### config.mk
export PLATFORM = sky130hd
export DESIGN_NAME = smtc_eval
export DESIGN_NICKNAME = d
export VERILOG_FILES = /design/src/rtl/core/smtc_pkg.sv /design/src/rtl/core/smtc_eval.sv
export SDC_FILE = /design/constraint.sdc
export NUM_CORES = 2
export LEC_CHECK = 0
export ABC_AREA = 1
export BUFFER_PORTS_ARGS = -buffer_cell sky130_fd_sc_hd__buf_4
export CORE_ASPECT_RATIO = 0.5
export CORE_MARGIN = 2
export CORE_UTILIZATION = 50
export CTS_BUF_LIST = sky130_fd_sc_hd__clkbuf_8
export CTS_CLUSTER_DIAMETER = 50
export DETAILED_ROUTE_END_ITERATION = 16
export PLACE_DENSITY_LB_ADDON = 0.25
export SYNTH_ARGS = -nofsm -noshare
export SYNTH_HDL_FRONTEND = slang
export SYNTH_SLANG_ARGS = --single-unit
### constraint.sdc
create_clock -name aclk -period 6.6 [get_ports aclk]
set_clock_uncertainty 0.15 [all_clocks]
set_input_delay 0.33 -clock aclk [delete_from_list [all_inputs] [get_ports aclk]]
set_output_delay 0.33 -clock aclk [all_outputs]
set_load 0.05 [all_outputs]
### src/rtl/core/smtc_pkg.sv
// Shared constants and interface structs for the square mean threshold counter.
package smtc_pkg;

    localparam int VALUE_W    = 32;  // input element port width
    localparam int COUNT_W    = 17;  // result count width, wraps on overflow
    localparam int THR_W      = 32;  // threshold register width
    localparam int SIZE_W     = 7;   // rows / cols size field width in cfg_data
    localparam int CFG_DATA_W = 32;
    localparam int CFG_IDX_W  = 2;

    localparam logic [CFG_IDX_W-1:0] REG_ROWS      = 2'd0;
    localparam logic [CFG_IDX_W-1:0] REG_COLS      = 2'd1;
    localparam logic [CFG_IDX_W-1:0] REG_THRESHOLD = 2'd2;

    // loader -> top / walker
    typedef struct packed {
        logic last_acc;  // last element of the matrix transferred in
        logic walk_go;   // last element written to the table
    } ld_stat_t;

    // square evaluator -> walker
    typedef struct packed {
        logic done;      // result valid this cycle
        logic qual;      // square mean reaches threshold
    } ev_stat_t;

endpackage

### src/rtl/core/smtc_eval.sv
// Square evaluator: four table reads, square sum, threshold * side^2 compare.
module smtc_eval #(
    parameter int RB = 6,
    parameter int CB = 6,
    parameter int TW = 44
) (
    input  logic                          aclk,
    input  logic                          aresetn,
    input  logic                          start,
    input  logic [RB-1:0]                 x,
    input  logic [CB-1:0]                 y,
    input  logic [((RB > CB) ? RB : CB):0] len,
    input  logic [smtc_pkg::THR_W-1:0]    thr,
    output logic [RB+CB-1:0]              raddr,
    input  logic [TW-1:0]                 rdata,
    output smtc_pkg::ev_stat_t            stat
);

    localparam int LW = ((RB > CB) ? RB : CB) + 1;
    localparam int NW = smtc_pkg::THR_W + 2 * LW;
    localparam int CW = (TW > NW) ? TW : NW;

    typedef enum logic [6:0] {
        E_IDLE = 7'b0000001,
        E_RA   = 7'b0000010,
        E_RB   = 7'b0000100,
        E_RC   = 7'b0001000,
        E_RD   = 7'b0010000,
        E_SUM  = 7'b0100000,
        E_CMP  = 7'b1000000
    } ev_ph_t;

    ev_ph_t          ph_reg, ph_next;
    logic [RB-1:0]   x_reg;
    logic [CB-1:0]   y_reg;
    logic [LW-1:0]   len_reg;
    logic [2*LW-1:0] sq_reg;
    logic [NW-1:0]   need_reg;
    logic [TW-1:0]   acc_reg, acc_next;

    logic [RB-1:0]   x2, xm1;
    logic [CB-1:0]   y2, ym1;
    logic            xnz, ynz;

    assign x2  = RB'((LW+1)'(x_reg) + (LW+1)'(len_reg) - (LW+1)'(1));
    assign y2  = CB'((LW+1)'(y_reg) + (LW+1)'(len_reg) - (LW+1)'(1));
    assign xm1 = x_reg - RB'(1);
    assign ym1 = y_reg - CB'(1);
    assign xnz = (x_reg != '0);
    assign ynz = (y_reg != '0);

    always_comb begin
        case (ph_reg)
            E_RA:    raddr = {x2, y2};
            E_RB:    raddr = {xm1, y2};
            E_RC:    raddr = {x2, ym1};
            default: raddr = {xm1, ym1};
        endcase
    end

    always_comb begin
        ph_next  = ph_reg;
        acc_next = acc_reg;
        case (ph_reg)
            E_IDLE: if (start) ph_next = E_RA;
            E_RA:   ph_next = E_RB;
            E_RB: begin
                acc_next = rdata;
                ph_next  = E_RC;
            end
            E_RC: begin
                acc_next = acc_reg - (xnz ? rdata : '0);
                ph_next  = E_RD;
            end
            E_RD: begin
                acc_next = acc_reg - (ynz ? rdata : '0);
                ph_next  = E_SUM;
            end
            E_SUM: begin
                acc_next = acc_reg + ((xnz && ynz) ? rdata : '0);
                ph_next  = E_CMP;
            end
            E_CMP:   ph_next = start ? E_RA : E_IDLE;
            default: ph_next = E_IDLE;
        endcase
    end

    always_ff @(posedge aclk) begin
        if (!aresetn) begin
            ph_reg <= E_IDLE;
        end else begin
            ph_reg <= ph_next;
        end
    end

    always_ff @(posedge aclk) begin
        if (start) begin
            x_reg   <= x;
            y_reg   <= y;
            len_reg <= len;
        end
        sq_reg   <= len_reg * len_reg;
        need_reg <= NW'(thr) * NW'(sq_reg);
        acc_reg  <= acc_next;
    end

    assign stat.done = (ph_reg == E_CMP);
    assign stat.qual = CW'(acc_reg) >= CW'(need_reg);

    a_start_when_free: assert property (@(posedge aclk) disable iff (!aresetn)
        start |-> (ph_reg == E_IDLE || ph_reg == E_CMP))
        else $error("square evaluation restarted while busy");

endmodule

**Word-level counts from Yosys, hierarchy flattened**

Cells that the tools add are included.

- Register bits after elaboration: 130
- Input port bits: 98
- Output and inout port bits: 14
- Logic and storage cells: 39

- Add/sub/neg operators: 9
- Multipliers: 2
- Magnitude comparators: 1
- Equality and inequality tests: 8
- Multiplexer cells: 8
- Reductions and logical operators: 4

Operators by type and width:

| kind | count |
|---|---|
| $pmux 44 s4 | 1 |
| $mux 44 | 3 |
| $sub 44x44->44 | 2 |
| $pmux 7 s7 | 1 |
| $ge 44x46->1 | 1 |
| $mul 32x14->46 | 1 |
| $add 44x44->44 | 1 |
| $pmux 12 s3 | 1 |
| $sub 6x1->6 const B | 4 |
| $mul 7x7->14 | 1 |
| $add 6x6->6 | 2 |
| $reduce_bool 6->1 | 2 |
| $eq 7x1->1 const B | 1 |
| $eq 7x2->1 const B | 1 |
| $eq 7x3->1 const B | 1 |
| $eq 7x4->1 const B | 1 |
| $eq 7x5->1 const B | 1 |
| $eq 7x6->1 const B | 1 |
| $eq 7x7->1 const B | 1 |
| $mux 7 | 1 |
| $reduce_bool 4->1 | 1 |
| $mux 2 | 1 |
| $ne 2x2->1 const B | 1 |
| $logic_and 1x1->1 | 1 |

**Depth between registers and ports, before layout**

- Depth in word-level cells: 5
- Depth in mapped cells: 32
- Gate-level depth less buffers: 28

**Worst setup path after synthesis**

Ideal clock, no wire load.

- Kind: flip-flop to flip-flop
- Start: reg sq_reg[10]
- End: reg need_reg[44]
- Setup time: 0.123 ns
- Data arrival time: 5.511 ns
- Required time: 6.327 ns
- Setup slack: 0.815 ns
- Stages on the path, launching flop included: 22
- Path buffers: 1
- Cell sequence: dfxtp_1 -> clkbuf_1 -> nand2_1 -> fa_1 -> inv_1 -> fa_1 -> fa_1 -> fa_1 -> fa_1 -> inv_1 -> fa_1 -> inv_1 -> ha_1 -> a21oi_1 -> a21boi_0 -> nor2_1 -> o21a_1 -> nor2_1 -> o21ai_0 -> a21oi_1 -> o21bai_1 -> xor2_1

- Word-level cells in the longest chain between the ends: 1

RTL lines:

| item | RTL line | source |
|---|---|---|
| start, declared | smtc_eval.sv:37 | `logic [2*LW-1:0] sq_reg;` |
| start signal, assigned | smtc_eval.sv:102 | `sq_reg <= len_reg * len_reg;` |
| $mul 32x14->46 | smtc_eval.sv:103 | `need_reg <= NW'(thr) * NW'(sq_reg);` |
| end signal, assigned | smtc_eval.sv:103 |  |
| end, declared | smtc_eval.sv:38 | `logic [NW-1:0] need_reg;` |

No other way between the ends.
A chain may end at the register's enable or synchronous reset.

**Worst setup path in the final report**

- Start: reg sq_reg[10]
- End: reg need_reg[40]

Same word-level chain as after synthesis.

==> results by group <==
Layout
  • Area overhead of the layout relative to synthesis: 8.32%
  • Share of cells above drive strength 1: 6.34%
  • Post-layout net count: ~4500
  • Fillcell total: around 5200
  • Most common cell after layout, fill and taps aside: nand2_1
  • Diodes inserted: 0
  • Top library cells by usage in the layout, fill and taps aside: nand2_1, inv_1, fa_1
  • Flip-flop count of the largest register, all copies and words added: 46

Worst setup path
  • Cell with the largest stage delay on the worst path: fa_1
  • Top cell by count, worst path: fa_1
  • Critical path data arrival time: approximately 6.5 ns
  • Launching element type of the critical path: flip-flop
  • Required time of the worst setup path: between 6 and 7 ns
  • Launch point of the worst reg-to-reg path: sq_reg[10]
  • Maximum fanout along the worst path: 32
  • Endpoint of the lowest-slack register-to-register path: need_reg[40]
  • Capturing instance or port of the critical path: need_reg[40]
  • Max stage delay on crit path: ~0.57 ns
  • Type of the setup path with the least slack: reg2reg
  • Number of cells traversed by the worst register-to-register path: 21
  • Sort of element at the end of the critical path: flip-flop
  • Register-to-register setup slack: 0.34 ns
  • Critical Path, Cell by Cell: buf_12 > nand2_1 > fa_1 > inv_1 > fa_1 > fa_1 > fa_1 > fa_1 > inv_1 > fa_1 > inv_1 > ha_1 > nand2_1 > nor2_1 > inv_1 > nor2_1 > nand3_1 > nand3_1 > a31oi_1 > o21ai_0 > xor2_1
  • Worst setup path start: sq_reg[10]

Placement
  • Routability congestion estimate from global placement: 0.980
  • Post-DP HPWL: ~63000 um
  • I/O Buffers: 111

Timing
  • Sum of negative setup slack: 0 ns
  • Number of endpoints failing setup at the final stage: 0
  • Worst slew margin relative to its limit: 23.2%
  • Highest attainable clock frequency: between 150 and 200 MHz
  • Part of the cycle the worst path needs: a little over nine tenths
  • Minimum period implied by the final worst setup slack: around 6.3 ns
  • Final hold violations: 0
  • Total count of max-transition violations in the final report: 0
  • Setup repair after global routing missed its margin: no
  • Pin slew with the least headroom to its limit: approximately 1.1 ns

CTS
  • Post-CTS clock slew at the launch and capture registers of the worst setup and hold paths: roughly 0.090 ns
  • Cts bufs inserted: 17
  • CTS Buffer Depth: 2
  • CTS H-Tree Depth: 4
  • CTS tree: built
  • Clock network latency to the later pin of the worst-skew pair: roughly 0.48 ns
  • Clock Tree Root: clkbuf_8
  • Number of buffers added for setup after CTS: 0
  • Clock Sinks: between 100 and 150

Hold path
  • Hold Path Class: in2reg
  • Worst min-delay path startpoint: thr[0]

Global route
  • Total overflow reported by the global router: 0
  • Antenna violations before repair: 0
  • Vias in the first global route: 24000
  • Largest net degree at the start of global routing: 48
  • Total GRT Usage: 28.1%
  • Global-route wire length before repair: between 100000 and 150000 um

Synthesis
  • Count of cell types in the netlist: 57
  • Mapped cell area: approximately 27000 um2
  • Share of the synthesized area in the top cell type: around a quarter
  • Syn avg cell area: slightly above 7 um2
  • Top_reg_cell synth: dfxtp_1
  • Sequential area share after synthesis: a little under an eighth
  • Area contributors post-synth: fa_1, nand2_1, ha_1
  • Instance count of the mapped netlist: between 3000 and 4000
  • Largest area contributor in the netlist: fa_1
  • Post-synth EDFFs: between 60 and 70
  • Synthesized flop and latch total: around 130
  • Post-synth ARST share: 0%
  • Count of yosys warnings during synthesis: 0

Floorplanning
  • Number of rows in the core area: 60
  • Number of ports placed on the die boundary: ~110
  • Die footprint: about 56000 um2
  • Placeable core region: between 50000 and 60000 um2
  • Die Span Y: around 170 um
  • Effective utilization at floorplan: between 50% and 60%
  • Width of the die: between 300 and 400 um

Flow run
  • Max Cap Violations: 0

Detailed routing
  • Vias per Instance: ~5.4
  • DRC Markers: 0
  • Remaining number of nets flagged by the antenna check after routing: 0
  • First-iteration detailed-routing DRC count: 2390
  • DR pass1 iterations: 6
  • Post-DR wirelength/cell: roughly 17 um
  • DRT Wirelength: approximately 77000 um
  • Routed vias: 24500

Outcome
  • Outcome: finished, final reports clean
-- per-stage QoR --
step                      area, um2  utilization [%]  hold slack (ns)  std cells  setup slack (ns)
after detailed placement      28600             53.4            0.360       4493             0.170
after floorplan               26900                -            0.196       3750             0.815
after CTS                     29200             54.6          0.00938       4545             0.111
after global placement        28600             53.4            0.359       4493             0.227
after global routing          29200             54.6           0.0329       4545            0.0245
final                         29200             54.6           0.0303       4545             0.336
-- worst max-delay path, delay by kind of cell, from the launching register on --
kind	cells	cell delay (ns)
flops	1	0.38
buf+inv	5	0.48
compound gates	2	0.39
simple gates	6	1.02
fa+ha+maj	7	3.57
xor+xnor	1	0.18
-- cell type report --
class	count	area [um2]	area share, %
clock buffers	17	234	0.802
clock inverters	15	180	0.618
inverters	822	3090	10.6
multi-input cells	2681	20200	69.1
flip-flops and latches	129	3220	11.0
well taps	713	892	3.06
repair buffers	168	1400	4.79
-- cells in the mapped netlist (13+ instances only) --
library cell,instances
inv_1,812
nor3_1,23
xnor2_1,39
ha_1,270
xor2_1,80
clkbuf_1,90
dfxtp_1,66
o221ai_1,13
nand2_1,940
nor4_1,15
o21bai_1,14
nand4_1,22
nand3_1,130
a21oi_1,209
nor2_1,220
a31oi_1,31
buf_2,20
o21ai_0,191
nor2_2,13
fa_1,346
edfxtp_1,63
-- cells by family (layout without fill, tap and decap cells) --
group                    count (synthesis)  in the layout  synth area share, %
adder cells (fa/ha/maj)                616            616                 38.3
multiplexers                             1              1               0.0372
AO/OA/AOI/OAI                          534            534                 11.1
XOR/XNOR                               119            119                 3.87
buffers and inverters                  940           1022                 13.3
other                                    1              4               0.0139
flip-flops                             129            129                 11.9
AND/OR/NAND/NOR                       1407           1407                 21.5
-- what timing repair did --
| item | CTS | global route |
|---|---|---|
| setup endpoints to repair | 0 | 9 |
| gates resized for setup | 0 | 3 |
| hold buffers | 20 | 0 |
| hold endpoints to repair | 23 | 0 |
-- worst min-delay path by stage --
| stage | to | slack (ns) | cells after the start |
|---|---|---|---|
| after CTS | need_reg[0] | 0.009 | 3 |
| after global routing | need_reg[0] | 0.03 | 3 |
| after floorplan | sq_reg[0] | 0.20 | 0 |
| final | need_reg[0] | 0.03 | 3 |
| after detailed placement | y_reg[4] | 0.36 | 1 |
| after global placement | len_reg[6] | 0.36 | 1 |
-- layer usage --
metal / vias up / part of all wire [%] / track usage [%]
met5: - / 0 / 0
met4: 0 / 2.1 / 6.38
met3: 77 / 8.6 / 3.99
met1: 11700 / 47 / 41.5
li1: 11800 / - / -
met2: 965 / 43 / 43.7
Power is not shown: default switching activity piles up to over one toggle a cycle in this logic, so the estimate is an artifact.
