**config.mk**
```make
export PLATFORM = sky130hd
export DESIGN_NAME = smtc_walker
export DESIGN_NICKNAME = d
export VERILOG_FILES = /design/src/rtl/core/smtc_pkg.sv /design/src/rtl/core/smtc_walker.sv
export SDC_FILE = /design/constraint.sdc
export NUM_CORES = 1
export LEC_CHECK = 0
export BUFFER_PORTS_ARGS = -buffer_cell sky130_fd_sc_hd__clkbuf_2
export CORE_MARGIN = 2
export CORE_UTILIZATION = 60
export CTS_CLUSTER_DIAMETER = 40
export CTS_CLUSTER_SIZE = 8
export DETAILED_ROUTE_END_ITERATION = 8
export GPL_TIMING_DRIVEN = 0
export PLACE_DENSITY = 0.87
export REMOVE_ABC_BUFFERS = 1
export SYNTH_ARGS = -nofsm -noshare
export SYNTH_HDL_FRONTEND = slang
export SYNTH_SLANG_ARGS = --single-unit
```
**constraint.sdc**
```tcl
create_clock -name aclk -period 9.3 [get_ports aclk]
set_input_delay 1.395 -clock aclk [delete_from_list [all_inputs] [get_ports aclk]]
set_output_delay 1.395 -clock aclk [all_outputs]
set_load 0.03 [all_outputs]
```
**src/rtl/core/smtc_pkg.sv**
```systemverilog
// Shared constants and interface structs for the square mean threshold counter.
package smtc_pkg;

    localparam int VALUE_W    = 32;  // input element port width
    localparam int COUNT_W    = 17;  // result count width, wraps on overflow
    localparam int THR_W      = 32;  // threshold register width
    localparam int SIZE_W     = 7;   // rows / cols size field width in cfg_data
    localparam int CFG_DATA_W = 32;
    localparam int CFG_IDX_W  = 2;

    localparam logic [CFG_IDX_W-1:0] REG_ROWS      = 2'd0;
    localparam logic [CFG_IDX_W-1:0] REG_COLS      = 2'd1;
    localparam logic [CFG_IDX_W-1:0] REG_THRESHOLD = 2'd2;

    // loader -> top / walker
    typedef struct packed {
        logic last_acc;  // last element of the matrix transferred in
        logic walk_go;   // last element written to the table
    } ld_stat_t;

    // square evaluator -> walker
    typedef struct packed {
        logic done;      // result valid this cycle
        logic qual;      // square mean reaches threshold
    } ev_stat_t;

endpackage

```
**src/rtl/core/smtc_walker.sv**
```systemverilog
// Walker: sweeps every cell, bisects the smallest qualifying side, sums counts.
module smtc_walker #(
    parameter int RB = 6,
    parameter int CB = 6
) (
    input  logic                            aclk,
    input  logic                            aresetn,
    input  logic [RB:0]                     nr,
    input  logic [CB:0]                     nc,
    input  logic                            go,
    input  logic                            out_free,
    input  smtc_pkg::ev_stat_t              ev_stat,
    output logic                            ev_start,
    output logic [RB-1:0]                   ev_x,
    output logic [CB-1:0]                   ev_y,
    output logic [((RB > CB) ? RB : CB):0]  ev_len,
    output logic                            res_valid,
    output logic [smtc_pkg::COUNT_W-1:0]    res_count
);

    localparam int LW = ((RB > CB) ? RB : CB) + 1;

    typedef enum logic [4:0] {
        W_IDLE = 5'b00001,
        W_CELL = 5'b00010,
        W_STEP = 5'b00100,
        W_EVAL = 5'b01000,
        W_DONE = 5'b10000
    } walk_state_t;

    typedef enum logic [1:0] {
        K_LO  = 2'd0,   // final check of lo
        K_HI  = 2'd1,   // final check of hi
        K_MID = 2'd2,   // probe of mid
        K_MM1 = 2'd3    // probe of mid - 1
    } probe_t;

    walk_state_t                  state_reg, state_next;
    probe_t                       kind_reg, kind_next;
    logic [RB-1:0]                i_reg, i_next;
    logic [CB-1:0]                j_reg, j_next;
    logic [LW-1:0]                side_reg, side_next;
    logic [LW-1:0]                lo_reg, lo_next;
    logic [LW-1:0]                hi_reg, hi_next;
    logic [LW-1:0]                mid_reg, mid_next;
    logic [smtc_pkg::COUNT_W-1:0] total_reg, total_next;

    logic [LW-1:0] da, db, mid_calc, addv;
    logic [LW:0]   lohi;
    logic          adv;
    logic          j_last, i_last;

    assign da       = LW'(nr) - LW'(i_reg);
    assign db       = LW'(nc) - LW'(j_reg);
    assign lohi     = (LW+1)'(lo_reg) + (LW+1)'(hi_reg);
    assign mid_calc = lohi[LW:1];
    assign j_last   = ((CB+1)'(j_reg) + (CB+1)'(1)) == nc;
    assign i_last   = ((RB+1)'(i_reg) + (RB+1)'(1)) == nr;

    assign ev_x      = i_reg;
    assign ev_y      = j_reg;
    assign res_count = total_reg;

    always_comb begin
        state_next = state_reg;
        kind_next  = kind_reg;
        i_next     = i_reg;
        j_next     = j_reg;
        side_next  = side_reg;
        lo_next    = lo_reg;
        hi_next    = hi_reg;
        mid_next   = mid_reg;
        total_next = total_reg;
        ev_start   = 1'b0;
        ev_len     = lo_reg;
        res_valid  = 1'b0;
        adv        = 1'b0;
        addv       = '0;

        case (state_reg)
            W_IDLE: begin
                if (go) begin
                    i_next     = '0;
                    j_next     = '0;
                    total_next = '0;
                    state_next = W_CELL;
                end
            end
            W_CELL: begin
                side_next  = (da < db) ? da : db;
                lo_next    = LW'(1);
                hi_next    = (da < db) ? da : db;
                state_next = W_STEP;
            end
            W_STEP: begin
                ev_start   = 1'b1;
                state_next = W_EVAL;
                if ((hi_reg - lo_reg) <= LW'(1)) begin
                    ev_len    = lo_reg;
                    kind_next = K_LO;
                end else begin
                    ev_len    = mid_calc;
                    mid_next  = mid_calc;
                    kind_next = K_MID;
                end
            end
            W_EVAL: begin
                if (ev_stat.done) begin
                    case (kind_reg)
                        K_LO: begin
                            if (ev_stat.qual) begin
                                adv  = 1'b1;
                                addv = side_reg - lo_reg + LW'(1);
                            end else begin
                                ev_start  = 1'b1;
                                ev_len    = hi_reg;
                                kind_next = K_HI;
                            end
                        end
                        K_HI: begin
                            adv  = 1'b1;
                            addv = ev_stat.qual ? side_reg - hi_reg + LW'(1) : '0;
                        end
                        K_MID: begin
                            if (ev_stat.qual) begin
                                ev_start  = 1'b1;
                                ev_len    = mid_reg - LW'(1);
                                kind_next = K_MM1;
                            end else begin
                                lo_next    = mid_reg;
                                state_next = W_STEP;
                            end
                        end
                        K_MM1: begin
                            if (!ev_stat.qual) begin
                                adv  = 1'b1;
                                addv = side_reg - mid_reg + LW'(1);
                            end else begin
                                hi_next    = mid_reg;
                                state_next = W_STEP;
                            end
                        end
                        default: state_next = W_IDLE;
                    endcase
                end
            end
            W_DONE: begin
                res_valid = 1'b1;
                if (out_free) state_next = W_IDLE;
            end
            default: state_next = W_IDLE;
        endcase

        // close the cell: add its count and advance row-major
        if (adv) begin
            total_next = total_reg + smtc_pkg::COUNT_W'(addv);
            if (j_last) begin
                j_next = '0;
                if (i_last) begin
                    state_next = W_DONE;
                end else begin
                    i_next     = i_reg + RB'(1);
                    state_next = W_CELL;
                end
            end else begin
                j_next     = j_reg + CB'(1);
                state_next = W_CELL;
            end
        end
    end

    always_ff @(posedge aclk) begin
        if (!aresetn) begin
            state_reg <= W_IDLE;
            total_reg <= '0;
        end else begin
            state_reg <= state_next;
            total_reg <= total_next;
        end
    end

    always_ff @(posedge aclk) begin
        kind_reg <= kind_next;
        i_reg    <= i_next;
        j_reg    <= j_next;
        side_reg <= side_next;
        lo_reg   <= lo_next;
        hi_reg   <= hi_next;
        mid_reg  <= mid_next;
    end

    a_done_in_eval: assert property (@(posedge aclk) disable iff (!aresetn)
        ev_stat.done |-> state_reg == W_EVAL)
        else $error("evaluator result arrived outside the probe wait");

endmodule
```
# Word level (Yosys, flattened, before mapping)
# Index checks and enable logic that the tools add are counted.
# totals
reg_bits	64
in_bits	20
# classes
n_addsub	16
n_lt_le_gt_ge	2
eq_ne	24
muxes	58
n_bitwise	1
reduce_logical	11
# ops
operator	n
$mux W7	16
$pmux W7 S2	4
$mux W6	9
$mux W17	3
$mux W5	8
$sub A7 B7 Y7	4
$pmux W5 S5	1
$add A7 B1 Y7 const B	3
$pmux W7 S3	1
$add A17 B7 Y17	1
$ne A3 B3 Y1 const B	5
$add A6 B1 Y7 const B	2
$eq A7 B7 Y1	2
$sub A7 B6 Y7	2
$add A6 B1 Y6 const B	2
$pmux W5 S2	1
$add A7 B7 Y8	1
$mux W2	4
$ne A2 B2 Y1 const B	4
$ne A4 B4 Y1 const B	2
$pmux W2 S2	2
$reduce_and A4 Y1	2
$reduce_bool A2 Y1	4
$le A7 B1 Y1 const B	1
other kinds (20)	28

# Longest topological paths before layout
# logic_depth
depth_word	8
ltp_mapped	20
depth_no_buf	20

# Least setup slack after synthesis
# No wires, ideal clock.
# synth_timing
kind	input -> register
startpoint	input port nr[0]
endpoint	register hi_reg[3], data pin
arrival_time_ps	4095
required_time_ps	9040
path_slack_ps	4945
stages	15
cell_sequence	inv_1 ha_1 inv_1 fa_1 a21o_1 a21oi_1 o21bai_1 a21oi_1 xor2_1 ha_1 a21o_1 a31o_2 buf_6 mux2_4 mux2_2
# synth_between
elab_chain_len	4
# synth_rtl
element	line_no	source
start: declaration	smtc_walker.sv:8	input logic [RB:0] nr,
$sub A7 B6 Y7 *	smtc_walker.sv:53	assign da = LW'(nr) - LW'(i_reg);
$lt A7 B7 Y1	smtc_walker.sv:92	hi_next = (da < db) ? da : db;
$mux W7 *	smtc_walker.sv:92	
$pmux W7 S2 *	smtc_walker.sv:80	case (state_reg)
named net hi_next[3]	smtc_walker.sv:44	logic [LW-1:0] hi_reg, hi_next;
end signal: assignment	smtc_walker.sv:188	hi_reg <= hi_next;
end: declaration	smtc_walker.sv:44	
# The timed path passes the listed nets; every way through them passes the cells marked *.
# A chain may end at the register's enable or synchronous reset.

# Worst setup path in the final report
# layout_timing
startpoint	register hi_reg[0]
endpoint	output port ev_len[2] (netlist bit)
# layout_between
elab_chain_len	4
# layout_rtl
element	line_no	source
$sub A7 B7 Y7	smtc_walker.sv:98	if ((hi_reg - lo_reg) <= LW'(1)) begin
$le A7 B1 Y1	smtc_walker.sv:98	
$mux W7 *	smtc_walker.sv:98	
$pmux W7 S2 *	smtc_walker.sv:80	
end: declaration	smtc_walker.sv:16	output logic [((RB > CB) ? RB : CB):0] ev_len,
# Every way passes the cells marked *; elsewhere a longest branch is shown, timed or not.

==> out/metrics.yaml <==
cts.htree.levels: 3
dr_wl_met3_um: 853
wl_per_cell_um: 16.95
vias: 5150
yosysTopAreaCell: "edfxtp_1"
synthCells: 659
final_cell_mix: "ha_1, inv_1, clkbuf_2, nor2_1, nand2_1"
initial_core_util: 0.6076
avgSynthCellArea_um2: 8.888
switchingPower_uw: 293.2
cts_tree: "yes"
max_stage_delay_ns: 0.68
largest_reg_flops: 17
cts-root-buf: "clkbuf_8"
fp.dieW_um: 102.8
combinationalPowerShare: 0.330
fin_crit_sh: 0.5153
clk_pin_slew_worst_paths_ns: 0.08
rows: 36
drtIter0Drc: 329
netlist_area_mm2: 0.005857
yosys.area_share.simple: 0.1692
grt.total_usage: 0.2808
critPathLaunch: "hi_reg[0]"
grt_pass1_vias: 5119
io_pins: 58
period_minus_slack_ns: 4.792
cts_resized: 0
critPathKind: "reg2out"
finish.net_count: 809
start_kind: "flip-flop"
wl_met2_mm: 7.209
gp_congestion: 0.9022
sw_frac_of_total: 0.3485
fillers: 796
rr_startpoint: "hi_reg[1]"
grt_pass1_wl_mm: 23.38
vdd_drop_max_mv: 0.09460
hold_violations: 0
synth_area_leaders: "edfxtp_1, ha_1, dfxtp_1"
top_layer: "met4"
wl_met1_mm: 5.797
async_reset_ff_frac: 0
worstSkewPairLatency_ns: 0.36
setup_viol: 0
slew_headroom: 0.2204
critPathBufInv: 3
maxSlewViolCount: 0
clock-sinks: 64
pwr-share-clk: 0.272
grt_max_degree: 35
path_cells: "inv_1, ha_1, inv_1, fa_1, a21oi_1, nand2_1, a21oi_1, nand3_1, o21ai_0, a221o_1, clkbuf_2"
die_y_um: 102.8
power.density_mw_per_mm2: 131.6
ys_seq_elements: 64
antenna_left: 0
seqPwrFrac: 0.398
ys_seq_area_frac: 0.2803
cts_setup_buffers: 0
design.die.area_mm2: 0.01057
synth_compound_area_frac: 0.1728
final_common_cell: "ha_1"
drt-pass1-iter-count: 5
required_ns: 7.91
cts_buffer_depth: 2
end_kind: "primary output"
leakagePower_uw: 0.002940
hold_path.class: "reg2reg"
drc: 0
max_freq_ghz: 0.2087
cp_max_fo: 5
port_buffers: 57
muxShareOfSynthArea: 0.04550
synth-edff-count: 36
drive_gt1_frac: 0.1278
crit_slowest_cell: "o21ai_0"
status: "completed"
critical-path-top-delay-family: "compound AO/OA/AOI/OAI gates"
yosysTopAreaCellShare: 0.1846
synth_adder_area_share: 0.1854
n_antenna_cell: 0
synth_top_family_by_area: "adder cells"
crit_arrival_ns: 3.40
area_delta_synth_final_pct: 9.143
ys_types: 70
multi_input_area_mm2: 0.003880
core-area_mm2: 0.009639
drv_cap: 0
finClkSkew_ns: 0.01059
drt_wl_total_mm: 14.32
regArea_mm2: 0.001642
antenna_found_initial: 0
internal_power_uw: 548.0
synthXorXnorAreaFrac: 0.08844
dpl.hpwl_mm: 10.85
rsz0062_at_grt: "false"
yosys_warnings: 0
synthFlopType: "edfxtp_1"
hold_buffers: 0
viasPerCell: 6.095
tightest_slew_ns: 1.159
fin_util: 0.6632
hold_start: "res_count[16]"
grt_overflow: 0
finalSetupTns_ns: 0
numCtsBuffers: 9
-- cells by family (layout without fill, tap and decap cells) --
logic type | after synthesis | after routing
simple gates | 197 | 197
compound gates | 150 | 150
buf+inv | 85 | 138
fa+ha+maj | 82 | 82
flops | 64 | 64
xor+xnor | 56 | 56
mux | 25 | 25
-- cells in the mapped netlist (2+ instances only) --
cell       n
nand4_1    8
buf_6      2
o21ai_0   21
inv_1     64
xor2_1    23
or3_1      6
nor4_1     2
nor2_1    51
nor3_1    10
and3_1     5
xnor2_1   31
nor3b_1    2
mux2_4     2
nand3b_1   3
a41o_1     2
dfxtp_1   28
clkbuf_1  13
nand3_1   21
o31ai_1    4
a211oi_1   9
edfxtp_1  36
o21bai_1   7
mux2i_1   18
and2_1     8
o211ai_1   4
buf_2      3
o221ai_1   5
nor3_2     2
a31oi_1    5
nor2b_1   10
ha_1      74
a221o_1    7
a21oi_1   43
nand2b_1  10
nor2_2     2
a21o_1    18
fa_1       8
o21a_1     5
o22ai_1    3
a22oi_1    2
xnor3_1    2
mux2_2     5
nand2_1   48
-- tightest hold or removal path, stage by stage (launching register included) --
cell	delay, ns
dfxtp_1	0.32
nand3_1	0.06
mux2i_1	0.06
-- per-stage QoR --
stage	instance area (µm²)	std cells	hold WS (ns)	setup WS (ns)	total power [µW]
2_1_floorplan	5759	639	0.5262	4.979	543.2
3_3_place_gp	6211	829	0.4671	4.753	596.0
3_5_place_dp	6211	829	0.4879	4.612	610.5
4_1_cts	6386	845	0.4992	4.461	835.2
5_1_grt	6392	845	0.5383	4.330	882.7
6_report	6392	845	0.4933	4.508	841.2
-- power by group through the flow --
stage	Combinational, µW	Sequential, µW	Clock (µW)
after floorplan	199	344	0
after CTS	273	335	227
final	277	335	229
after global placement	256	340	0
after detailed placement	269	341	0
after global routing	306	337	240
-- final timing paths --
kind                    to  slack, ns  depth (start not counted)
min reg2reg  res_count[16]       0.49                          2
max              ev_len[2]       4.51                         11
min          res_count[16]       0.49                          2
max reg2reg  res_count[15]       5.12                         18
-- routing by layer --
metal  global-route usage  vias to the layer above
met5                    0                        -
met4               0.1103                        0
met2               0.4992                      206
li1                     -                     2457
met1               0.3370                     2443
met3              0.05085                       44
-- layout make-up --
class / instances / share of cell area
repair buffers: 57 / 0.04463
well taps: 133 / 0.02603
flip-flops and latches: 64 / 0.2568
multi-input cells: 510 / 0.6070
inverters: 65 / 0.03817
clock buffers: 13 / 0.02486
clock inverters: 3 / 0.002545
Power figures use the tool's default switching activity.
