**src/rtl/core/smtc_pkg.sv**
```systemverilog
// Shared constants and interface structs for the square mean threshold counter.
package smtc_pkg;

    localparam int VALUE_W    = 32;  // input element port width
    localparam int COUNT_W    = 17;  // result count width, wraps on overflow
    localparam int THR_W      = 32;  // threshold register width
    localparam int SIZE_W     = 7;   // rows / cols size field width in cfg_data
    localparam int CFG_DATA_W = 32;
    localparam int CFG_IDX_W  = 2;

    localparam logic [CFG_IDX_W-1:0] REG_ROWS      = 2'd0;
    localparam logic [CFG_IDX_W-1:0] REG_COLS      = 2'd1;
    localparam logic [CFG_IDX_W-1:0] REG_THRESHOLD = 2'd2;

    // loader -> top / walker
    typedef struct packed {
        logic last_acc;  // last element of the matrix transferred in
        logic walk_go;   // last element written to the table
    } ld_stat_t;

    // square evaluator -> walker
    typedef struct packed {
        logic done;      // result valid this cycle
        logic qual;      // square mean reaches threshold
    } ev_stat_t;

endpackage

```
**src/rtl/core/smtc_loader.sv**
```systemverilog
// Loader: builds the summed-area table from the row-major element stream.
module smtc_loader #(
    parameter int RB = 6,
    parameter int CB = 6,
    parameter int VB = 32,
    parameter int TW = 44
) (
    input  logic                           aclk,
    input  logic                           aresetn,
    input  logic                           restart,
    input  logic [RB:0]                    nr,
    input  logic [CB:0]                    nc,
    input  logic                           accept,
    input  logic [smtc_pkg::VALUE_W-1:0]   value,
    output logic [RB+CB-1:0]               raddr,
    input  logic [TW-1:0]                  rdata,
    output logic                           we,
    output logic [RB+CB-1:0]               waddr,
    output logic [TW-1:0]                  wdata,
    output smtc_pkg::ld_stat_t             stat
);

    localparam int RSW = VB + CB;
    localparam int AW  = RB + CB;

    logic [RB-1:0]  row_reg, row_next;
    logic [CB-1:0]  col_reg, col_next;
    logic [RSW-1:0] rsum_reg, rsum_next;

    logic           st_valid_reg;
    logic [AW-1:0]  st_addr_reg;
    logic [RSW-1:0] st_rsum_reg;
    logic           st_above_reg;
    logic           st_last_reg;
    logic           fwd_reg;
    logic [TW-1:0]  wq_reg;

    logic [VB-1:0]  v;
    logic [RSW-1:0] rsum_sum;
    logic           col_last;
    logic           row_last;
    logic [TW-1:0]  above;

    assign v        = VB'(value);
    assign rsum_sum = rsum_reg + RSW'(v);
    assign col_last = (CB'(0) + (CB+1)'(col_reg) + (CB+1)'(1)) == nc;
    assign row_last = ((RB+1)'(row_reg) + (RB+1)'(1)) == nr;
    assign raddr    = {row_reg - RB'(1), col_reg};

    always_comb begin
        row_next  = row_reg;
        col_next  = col_reg;
        rsum_next = rsum_reg;
        if (restart) begin
            row_next  = '0;
            col_next  = '0;
            rsum_next = '0;
        end else if (accept) begin
            if (col_last) begin
                col_next  = '0;
                rsum_next = '0;
                row_next  = row_last ? '0 : row_reg + RB'(1);
            end else begin
                col_next  = col_reg + CB'(1);
                rsum_next = rsum_sum;
            end
        end
    end

    always_ff @(posedge aclk) begin
        if (!aresetn) begin
            row_reg      <= '0;
            col_reg      <= '0;
            rsum_reg     <= '0;
            st_valid_reg <= 1'b0;
            fwd_reg      <= 1'b0;
        end else begin
            row_reg      <= row_next;
            col_reg      <= col_next;
            rsum_reg     <= rsum_next;
            st_valid_reg <= accept;
            fwd_reg      <= we && (waddr == raddr);
        end
    end

    always_ff @(posedge aclk) begin
        st_addr_reg  <= {row_reg, col_reg};
        st_rsum_reg  <= rsum_sum;
        st_above_reg <= (row_reg != '0);
        st_last_reg  <= col_last && row_last;
        wq_reg       <= wdata;
    end

    // forward the entry written at the same edge the read was issued
    assign above = fwd_reg ? wq_reg : rdata;
    assign we    = st_valid_reg;
    assign waddr = st_addr_reg;
    assign wdata = (st_above_reg ? above : '0) + TW'(st_rsum_reg);

    assign stat.last_acc = accept && col_last && row_last;
    assign stat.walk_go  = st_valid_reg && st_last_reg;

endmodule

```
**config.mk**
```make
export PLATFORM = sky130hd
export DESIGN_NAME = smtc_loader
export DESIGN_NICKNAME = d
export VERILOG_FILES = /design/src/rtl/core/smtc_pkg.sv /design/src/rtl/core/smtc_loader.sv
export SDC_FILE = /design/constraint.sdc
export NUM_CORES = 1
export LEC_CHECK = 0
export ABC_AREA = 1
export BUFFER_PORTS_ARGS = -buffer_cell sky130_fd_sc_hd__buf_2
export CAP_MARGIN = 10
export CORE_MARGIN = 2
export CORE_UTILIZATION = 30
export CTS_CLUSTER_SIZE = 20
export DETAILED_ROUTE_END_ITERATION = 10
export PLACE_DENSITY_LB_ADDON = 0.08
export REMOVE_ABC_BUFFERS = 1
export SETUP_SLACK_MARGIN = 0.2
export SYNTH_ARGS = -nofsm -noshare
export SYNTH_HDL_FRONTEND = slang
export SYNTH_SLANG_ARGS = --single-unit
export TNS_END_PERCENT = 10
```
**constraint.sdc**
```tcl
create_clock -name aclk -period 3.8 [get_ports aclk]
set_input_delay 0.19 -clock aclk [delete_from_list [all_inputs] [get_ports aclk]]
set_output_delay 0.19 -clock aclk [all_outputs]
set_load 0.01 [all_outputs]
```
# Word-level counts from Yosys, hierarchy flattened
# Index checks and enable logic that the tools add are counted.
# op_classes
eq_ne	3
multipliers	0
n_addsub	7
bitwise_logic	1
n_shift	0
reduce_logical	8
div_mod_pow	0
muxes	5
n_lt_le_gt_ge	0
# ops
cell	n
2-to-1 mux 44 bit	2
adder 44 x 38 -> 44 bit	1
adder 38 x 32 -> 38 bit	1
2-to-1 mux 38 bit	1
adder 6 x 1 -> 7 bit (second input constant)	2
equality test 7 bit	2
adder 6 x 1 -> 6 bit (second input constant)	2
equality test 12 bit	1
2-to-1 mux 6 bit	2
nonzero test 6 bit	1
subtractor 6 x 1 -> 6 bit (second input constant)	1
logical AND 1 bit	5
AND reduction 2 bit	1
OR reduction 2 bit	1
NOT 1 bit	1
# word_totals
output_inout_bits	71
memories	0
regBits	148
inputBits	94
latch_bits	0
mem_bits_ro	0
ramBits	0
word_cells	34

# Depth between registers and ports, before layout
# Gate-level depths: netlist of the first run.
# depth
ltp_word	4
mapped_depth	19
depth_no_buf	17

# Worst setup path before layout of the first run
# OpenSTA, ideal clock, no wires.
# synth_path
path_type	reg2out
startpoint	reg fwd_reg
endpoint	out wdata[43]
t_arrival_ns	2.547
required_ns	3.610
path_stages_with_launch	16
setup_slack_ns	1.063
n_path_buf	3
path_cell_list	dfxtp_1 > buf_4 > inv_2 > clkbuf_1 > buf_1 > nor2_1 > nor2_1 > ha_1 > nand2_1 > inv_1 > a21oi_1 > a21boi_0 > nor2_1 > o21ai_0 > nand3_1 > nand2_1
# synth_between
elab_chain_len	3
# synth_lines
element	line	source
start: declaration	smtc_loader.sv:35	logic fwd_reg;
start signal: assignment	smtc_loader.sv:82	fwd_reg <= we && (waddr == raddr);
2-to-1 mux 44 bit	smtc_loader.sv:95	assign above = fwd_reg ? wq_reg : rdata;
2-to-1 mux 44 bit	smtc_loader.sv:98	assign wdata = (st_above_reg ? above : '0) + TW'(st_rsum_reg);
adder 44 x 38 -> 44 bit	smtc_loader.sv:98	
end: declaration	smtc_loader.sv:19	output logic [TW-1:0] wdata,
# No other way between the ends.

# Worst setup path after layout of the first run
# layout_path
startpoint	reg fwd_reg
endpoint	out wdata[36]
# Same word-level chain as after synthesis.

==> out/metrics.cfg, run 1 <==
[logic_synthesis]
ys_types=40
synthesis.area_um2=10600
synth_edf_count=0
yosysSeqAreaShare=0.279
yosysTopAreaCellShare=0.279
synthArstFlopShare=0
yosysWarningCount=0
ys_ff_latch=148
synthFlopType=dfxtp_1
synth_area_leaders=dfxtp_1, nand2_1, ha_1
synth_largest_area_cell=dfxtp_1
avgSynthCellArea_um2=6.20
syn_inst=1715

[power_and_ir_drop]
seqPwrFrac=0.399
switching_share=0.302
leakagePower_uw=0.00668
power_density_nw_per_um2=336
peakVddDrop_mv=0.329
p_clk_frac=0.425
pwr-share-comb=0.176
power.switching_uw=1310
internal_power_uw=3030

[sta]
drv_slew=0
period_needed_ns=3.45
clock_skew_ns=0.0161
fin_crit_sh=0.908
setup_slack_ns=0.349
rsz0062_at_grt=yes
max_slew_margin=0.613
hold_violations=0
timing.hold.ws_ns=0.0254
max_freq_ghz=0.290
fin_tns_setup_ns=0
tightest_slew_ns=0.581
setup-violations-final=0

[route]
avgViaCountPerCell=4.66
wl_met1_um=18100
drc=0
dr_total_vias=10973
dr_wl_met3_um=1160
wl_per_cell_um=15.9
route.met2.wl_um=17200
firstDrtPassIters=7
routed_wl_um=37400
drt_iter0_drc=472
ant_nets=0
highest_layer=met4

[clock_network]
numCtsBuffers=17
clock_sinks=148
ctsLongestPathBuffers=2
h-tree-depth=4
clk_latency_ns=0.45
cts_root_buf=clkbuf_16
tritoncts=built
clkTransAtPathRegs_ns=0.06

[worst_setup_path]
arrival_ns=3.26
path_max_fanout=11
path_class=flop to output pin
cp-start-kind=flop
cp.required_ns=3.61
worst_setup_path_end_kind=output pin

[die]
dieArea_um2=36900
core_um2=34700
initial_core_util=0.306
rows=68
dieHeight_um=192
die_w_um=192
pin_count=165

[flow_run]
max_cap_viol_count=0

[placed_design]
place_congestion=0.902
placed_cells=2315
dpl.hpwl_um=30300
port_buffers=164
place_ws_ns=0.394

[run_status]
run_status=complete, no violations

[global_routing]
first_global_vias=10651
grt_pass1_wl_um=56400
grt_max_degree=50
grt-ovfl-total=0
grt_antenna_before_repair=0
track_usage=0.201

[finish]
layoutNonFillerInstCount=2354
fin_util=0.372
drive_gt1_frac=0.142
finalNetCount=2057
largest_register_ffs=44
layout.cells.most_common=nand2_1
layout_common_cells=nand2_1, inv_1, nor2_1
area.growth.synth_to_final_pct=21.5
n_antenna_cell=0

[hold_path]
hold_path.class=input port to flop

stage by stage:
step                      total power [µW]  instance area (µm²)
after global placement                2510                12000
after detailed placement              2500                12000
after CTS                             4380                12700
after global routing                  4560                12900
after floorplan                       2200                10500
final                                 4340                12900
synthesized netlist by cell type (2+ instances only):
cell / number
a21oi_1: 121
buf_1: 2
buf_6: 4
o21bai_1: 16
o21a_1: 5
or2_2: 5
a21boi_0: 3
nand3_1: 88
nor3_1: 13
a31oi_1: 6
o21ai_0: 88
nand4_1: 20
and2_1: 6
and3_1: 3
nor2_1: 239
nor4_1: 3
fa_1: 2
dfxtp_1: 148
nand3_2: 2
buf_4: 2
nor2_4: 2
a21o_1: 4
nor2_2: 2
inv_1: 233
inv_2: 2
xnor2_1: 15
nand3b_1: 10
buf_2: 3
clkbuf_1: 20
nand2_1: 509
ha_1: 74
xor2_1: 57
timing repair:
action	in CTS	in global routing
buffers inserted	1	4
endpoints found under the setup margin	17	27
resized for setup	18	48
pin swaps	1	7
endpoints found under the hold margin	1	0
hold buffers	1	0
gates cloned	0	2
power groups by stage:
stage | Clock (µW) | Sequential, µW | Combinational, µW
global route | 1960 | 1740 | 860
floorplan | 0 | 1740 | 462
global placement | 0 | 1760 | 746
CTS | 1900 | 1730 | 756
detailed placement | 0 | 1760 | 742
finish | 1840 | 1730 | 765
worst max-delay path, cell delays in order (launching register included):
cell and delay, ns:
dfxtp_4 0.36, buf_12 0.13, clkbuf_16 0.16, o21ai_0 0.21
nor2_1 0.10, ha_1 0.38, nand2_1 0.13, nor2_1 0.13
inv_1 0.09, nor2_1 0.15, inv_1 0.10, nor3_4 0.17
nand3_1 0.17, nand3_1 0.21, xor2_2 0.17, buf_2 0.16
metal layers:
layer / up-vias / GRT usage
met5: - / 0
met4: 0 / 0.0655
met3: 49 / 0.0298
met2: 208 / 0.335
met1: 4932 / 0.264
li1: 5784 / -
kinds of logic (layout without fill, tap and decap cells):
| logic type | count (synthesis) | count (layout) | share of synthesized area |
|---|---|---|---|
| flip-flops | 148 | 148 | 0.279 |
| XOR/XNOR | 72 | 72 | 0.0593 |
| adder cells (fa/ha/maj) | 76 | 76 | 0.0909 |
| buffers and inverters | 267 | 451 | 0.0982 |
| AND/OR/NAND/NOR | 904 | 904 | 0.347 |
| AO/OA/AOI/OAI | 248 | 248 | 0.126 |
cell type report:
cell class | count | area, µm²
fillers | 3903 | 21800
multi-input cells | 1300 | 6830
flip-flops and latches | 148 | 2970
repair buffers | 184 | 1050
inverters | 236 | 888
well taps | 455 | 569
clock buffers | 20 | 437
clock inverters | 11 | 175
worst paths after layout:
| check | from | endpoint | slack (ns) | cells past startpoint |
|---|---|---|---|---|
| worst max register to register | fwd_reg$_SDFF_PN0_ | wq_reg[36]$_DFF_P_ | 1.07 | 14 |
| worst min-delay path | restart | col_reg[0]$_SDFFE_PP0P_ | 0.03 | 4 |
| worst min register to register | col_reg[5]$_SDFFE_PP0P_ | waddr[5]$_DFF_P_ | 0.42 | 0 |
| worst max-delay path | fwd_reg$_SDFF_PN0_ | wdata[36] | 0.35 | 15 |
No activity file was read; power rests on OpenSTA's default activity.
==> run 2: changes to the inputs <==
Settings changed: CORE_ASPECT_RATIO set to 1.25.
==> run 2 against run 1 <==
Count of clock-buffer cells in the layout is 3 lower. Sequential share of layout area up 0.21 points. Total power decreased by 3.9%. Sequential cell count unchanged. Global-route usage is 0.97 points higher. Combinational power decreased by 1%. Cell count increased by 0.76%. Wire length is 2.6% higher. Cell area is 1.0% lower.
==> out/metrics.cfg, run 2 (synthesis gave the netlist of run 1 again) <==
[run_status]
run_status=complete, no violations

[die]
initial_core_util=0.302  ; -0.00393
dieArea_um2=37000  ; about the same
die_w_um=172  ; -10%
pin_count=165  ; unchanged
dieHeight_um=214  ; +12%
rows=77  ; +13%
core_um2=35200  ; +1.3%

[clock_network]
clock_sinks=148  ; unchanged
clkTransAtPathRegs_ns=0.07  ; about the same
numCtsBuffers=17  ; unchanged
clk_latency_ns=0.46  ; about the same
cts_root_buf=clkbuf_16
ctsLongestPathBuffers=2  ; unchanged
h-tree-depth=4  ; unchanged
tritoncts=built

[finish]
largest_register_ffs=44  ; unchanged
area.growth.synth_to_final_pct=20.3
layout_common_cells=nand2_1, inv_1, nor2_1
drive_gt1_frac=0.133  ; -0.00888
finalInstanceArea_um2=12800  ; -1.0%
n_antenna_cell=0  ; unchanged
layout.cells.most_common=nand2_1
finalNetCount=2055  ; -0.097%

[route]
avgViaCountPerCell=4.64  ; -0.42%
drt_iter0_drc=517  ; +9.5%
wl_per_cell_um=16.2  ; +1.8%
ant_nets=0  ; unchanged
dr_total_vias=11011  ; +0.35%
drc=0  ; unchanged
firstDrtPassIters=5  ; -2
routed_wl_um=38300  ; +2.6%

[worst_setup_path]
cp-start-kind=flop
cp_top_family=compound AO/OA/AOI/OAI gates
reg2reg_from=rsum_reg[0]$_SDFFE_PP0P_
cpMaxStageDelayCell=dfxtp_2
path_common_cell=nor2_1
worst_setup_path_end_kind=output pin
path_class=flop to output pin
cp.required_ns=3.61  ; about the same
max_stage_delay_ns=0.35  ; -0.03 ns
path_max_fanout=18  ; +7
cp.buffers_inverters=3  ; -2
cp_cell_sequence=inv_4, buf_12, nor2_1, nor2_1, ha_1, a21oi_1, o21ai_0, a21oi_1, nor2_1, nor2_1, nand2_1, xor2_1, buf_2
critPathLaunch=fwd_reg$_SDFF_PN0_
arrival_ns=3.26  ; about the same

[sta]
fin_crit_sh=0.908  ; about the same
max_slew_margin=0.459  ; -0.154
drv_slew=0  ; unchanged
period_needed_ns=3.45  ; -0.000252 ns
setup-violations-final=0  ; unchanged
fin_tns_setup_ns=0  ; unchanged
rsz0062_at_grt=yes
clock_skew_ns=0.0122  ; -0.00390 ns
tightest_slew_ns=0.807  ; +0.226 ns
max_freq_ghz=0.290  ; about the same
hold_violations=0  ; unchanged

[power_and_ir_drop]
power_density_nw_per_um2=326  ; -2.9%
power.switching_uw=1380  ; +5.3%
switching_share=0.330  ; +0.0289
internal_power_uw=2790  ; -7.9%
peakVddDrop_mv=0.215  ; -35%
pwr-share-comb=0.181  ; +0.005
seqPwrFrac=0.413  ; +0.014
leakagePower_uw=0.00665  ; -0.36%
p_clk_frac=0.405  ; -0.020

[global_routing]
grt-ovfl-total=0  ; unchanged
first_global_vias=11148  ; +4.7%
grt_max_degree=49  ; -2.0%
grt_pass1_wl_um=59300  ; +5.2%
grt_antenna_before_repair=3  ; +3
track_usage=0.210  ; +0.00973

[placed_design]
place_area_um2=12000  ; +0.30%
place_congestion=0.923  ; +2.3%
dpl.hpwl_um=31400  ; +3.6%
port_buffers=164  ; unchanged

[hold_path]
hold_path.class=input port to flop
holdCritStartpoint=accept

[flow_run]
max_cap_viol_count=0  ; unchanged

-- run 2: changes by cell type in the layout (fill, tap and decap cells not counted), sizes merged --
cell         before  now
clkinvlp          2    1
inv             238  242
clkbuf           22   18
bufinv            4    0
clkinv            3    8
buf             181  177
dlygate4sd3       1    4
-- run 2: layer usage --
| metal | GRT usage | share of wire |
|---|---|---|
| met5 | 0 | 0.00029 |
| met4 | 0.0776 | 0.033 |
| met3 | 0.0312 | 0.034 |
| met2 | 0.394 | 0.52 |
| met1 | 0.237 | 0.41 |
-- run 2: area by class of cell --
type | count | area, µm²
Timing Repair Buffer | 182 | 1020
Fill cell | 3942 | 22400
Clock inverter | 15 | 141
Clock buffer | 17 | 425
Inverter | 236 | 888
Tap cell | 474 | 593
Sequential cell | 148 | 2960
Multi-Input combinational cell | 1300 | 6750
-- run 2: path summary, 6_finish.rpt --
check | end | slack (ns) | depth (start not counted)
hold reg to reg | waddr[5]$_DFF_P_ | 0.43 | 0
hold / removal | rsum_reg[24]$_SDFFE_PP0P_ | 0.09 | 4
setup / recovery | wdata[28] | 0.35 | 13
setup reg to reg | rsum_reg[28]$_SDFFE_PP0P_ | 1.06 | 16
-- run 2: stage by stage --
stage	hold slack (ns)	util	setup WS [ns]	power, µW	cells
3_5_place_dp	0.410	0.341	0.325	2500	2334
2_1_floorplan	0.283	-	0.493	2200	1684
3_3_place_gp	0.408	0.341	0.298	2500	2334
6_report	0.0927	0.364	0.349	4170	2372
4_1_cts	0.0666	0.359	0.191	4210	2370
5_1_grt	0.0987	0.364	0.159	4370	2372
-- run 2: what timing repair did --
item,4_1_cts,5_1_grt
pin swaps,0,6
hold buffers,4,0
buffers inserted,0,1
gates cloned,0,1
endpoints found under the hold margin,4,0
endpoints found under the setup margin,7,22
resized for setup,6,37
-- run 2: power by group through the flow --
stage | logic, µW | registers, µW | clock network (µW)
2_1_floorplan | 462 | 1740 | 0
3_3_place_gp | 744 | 1760 | 0
3_5_place_dp | 744 | 1760 | 0
4_1_cts | 752 | 1720 | 1740
5_1_grt | 849 | 1730 | 1790
6_report | 756 | 1720 | 1690
-- run 2: worst min-delay path, delay by kind of cell --
kind	cells	cell delay (ns)
AND/OR/NAND/NOR	3	0.19
buffers and inverters	1	0.13
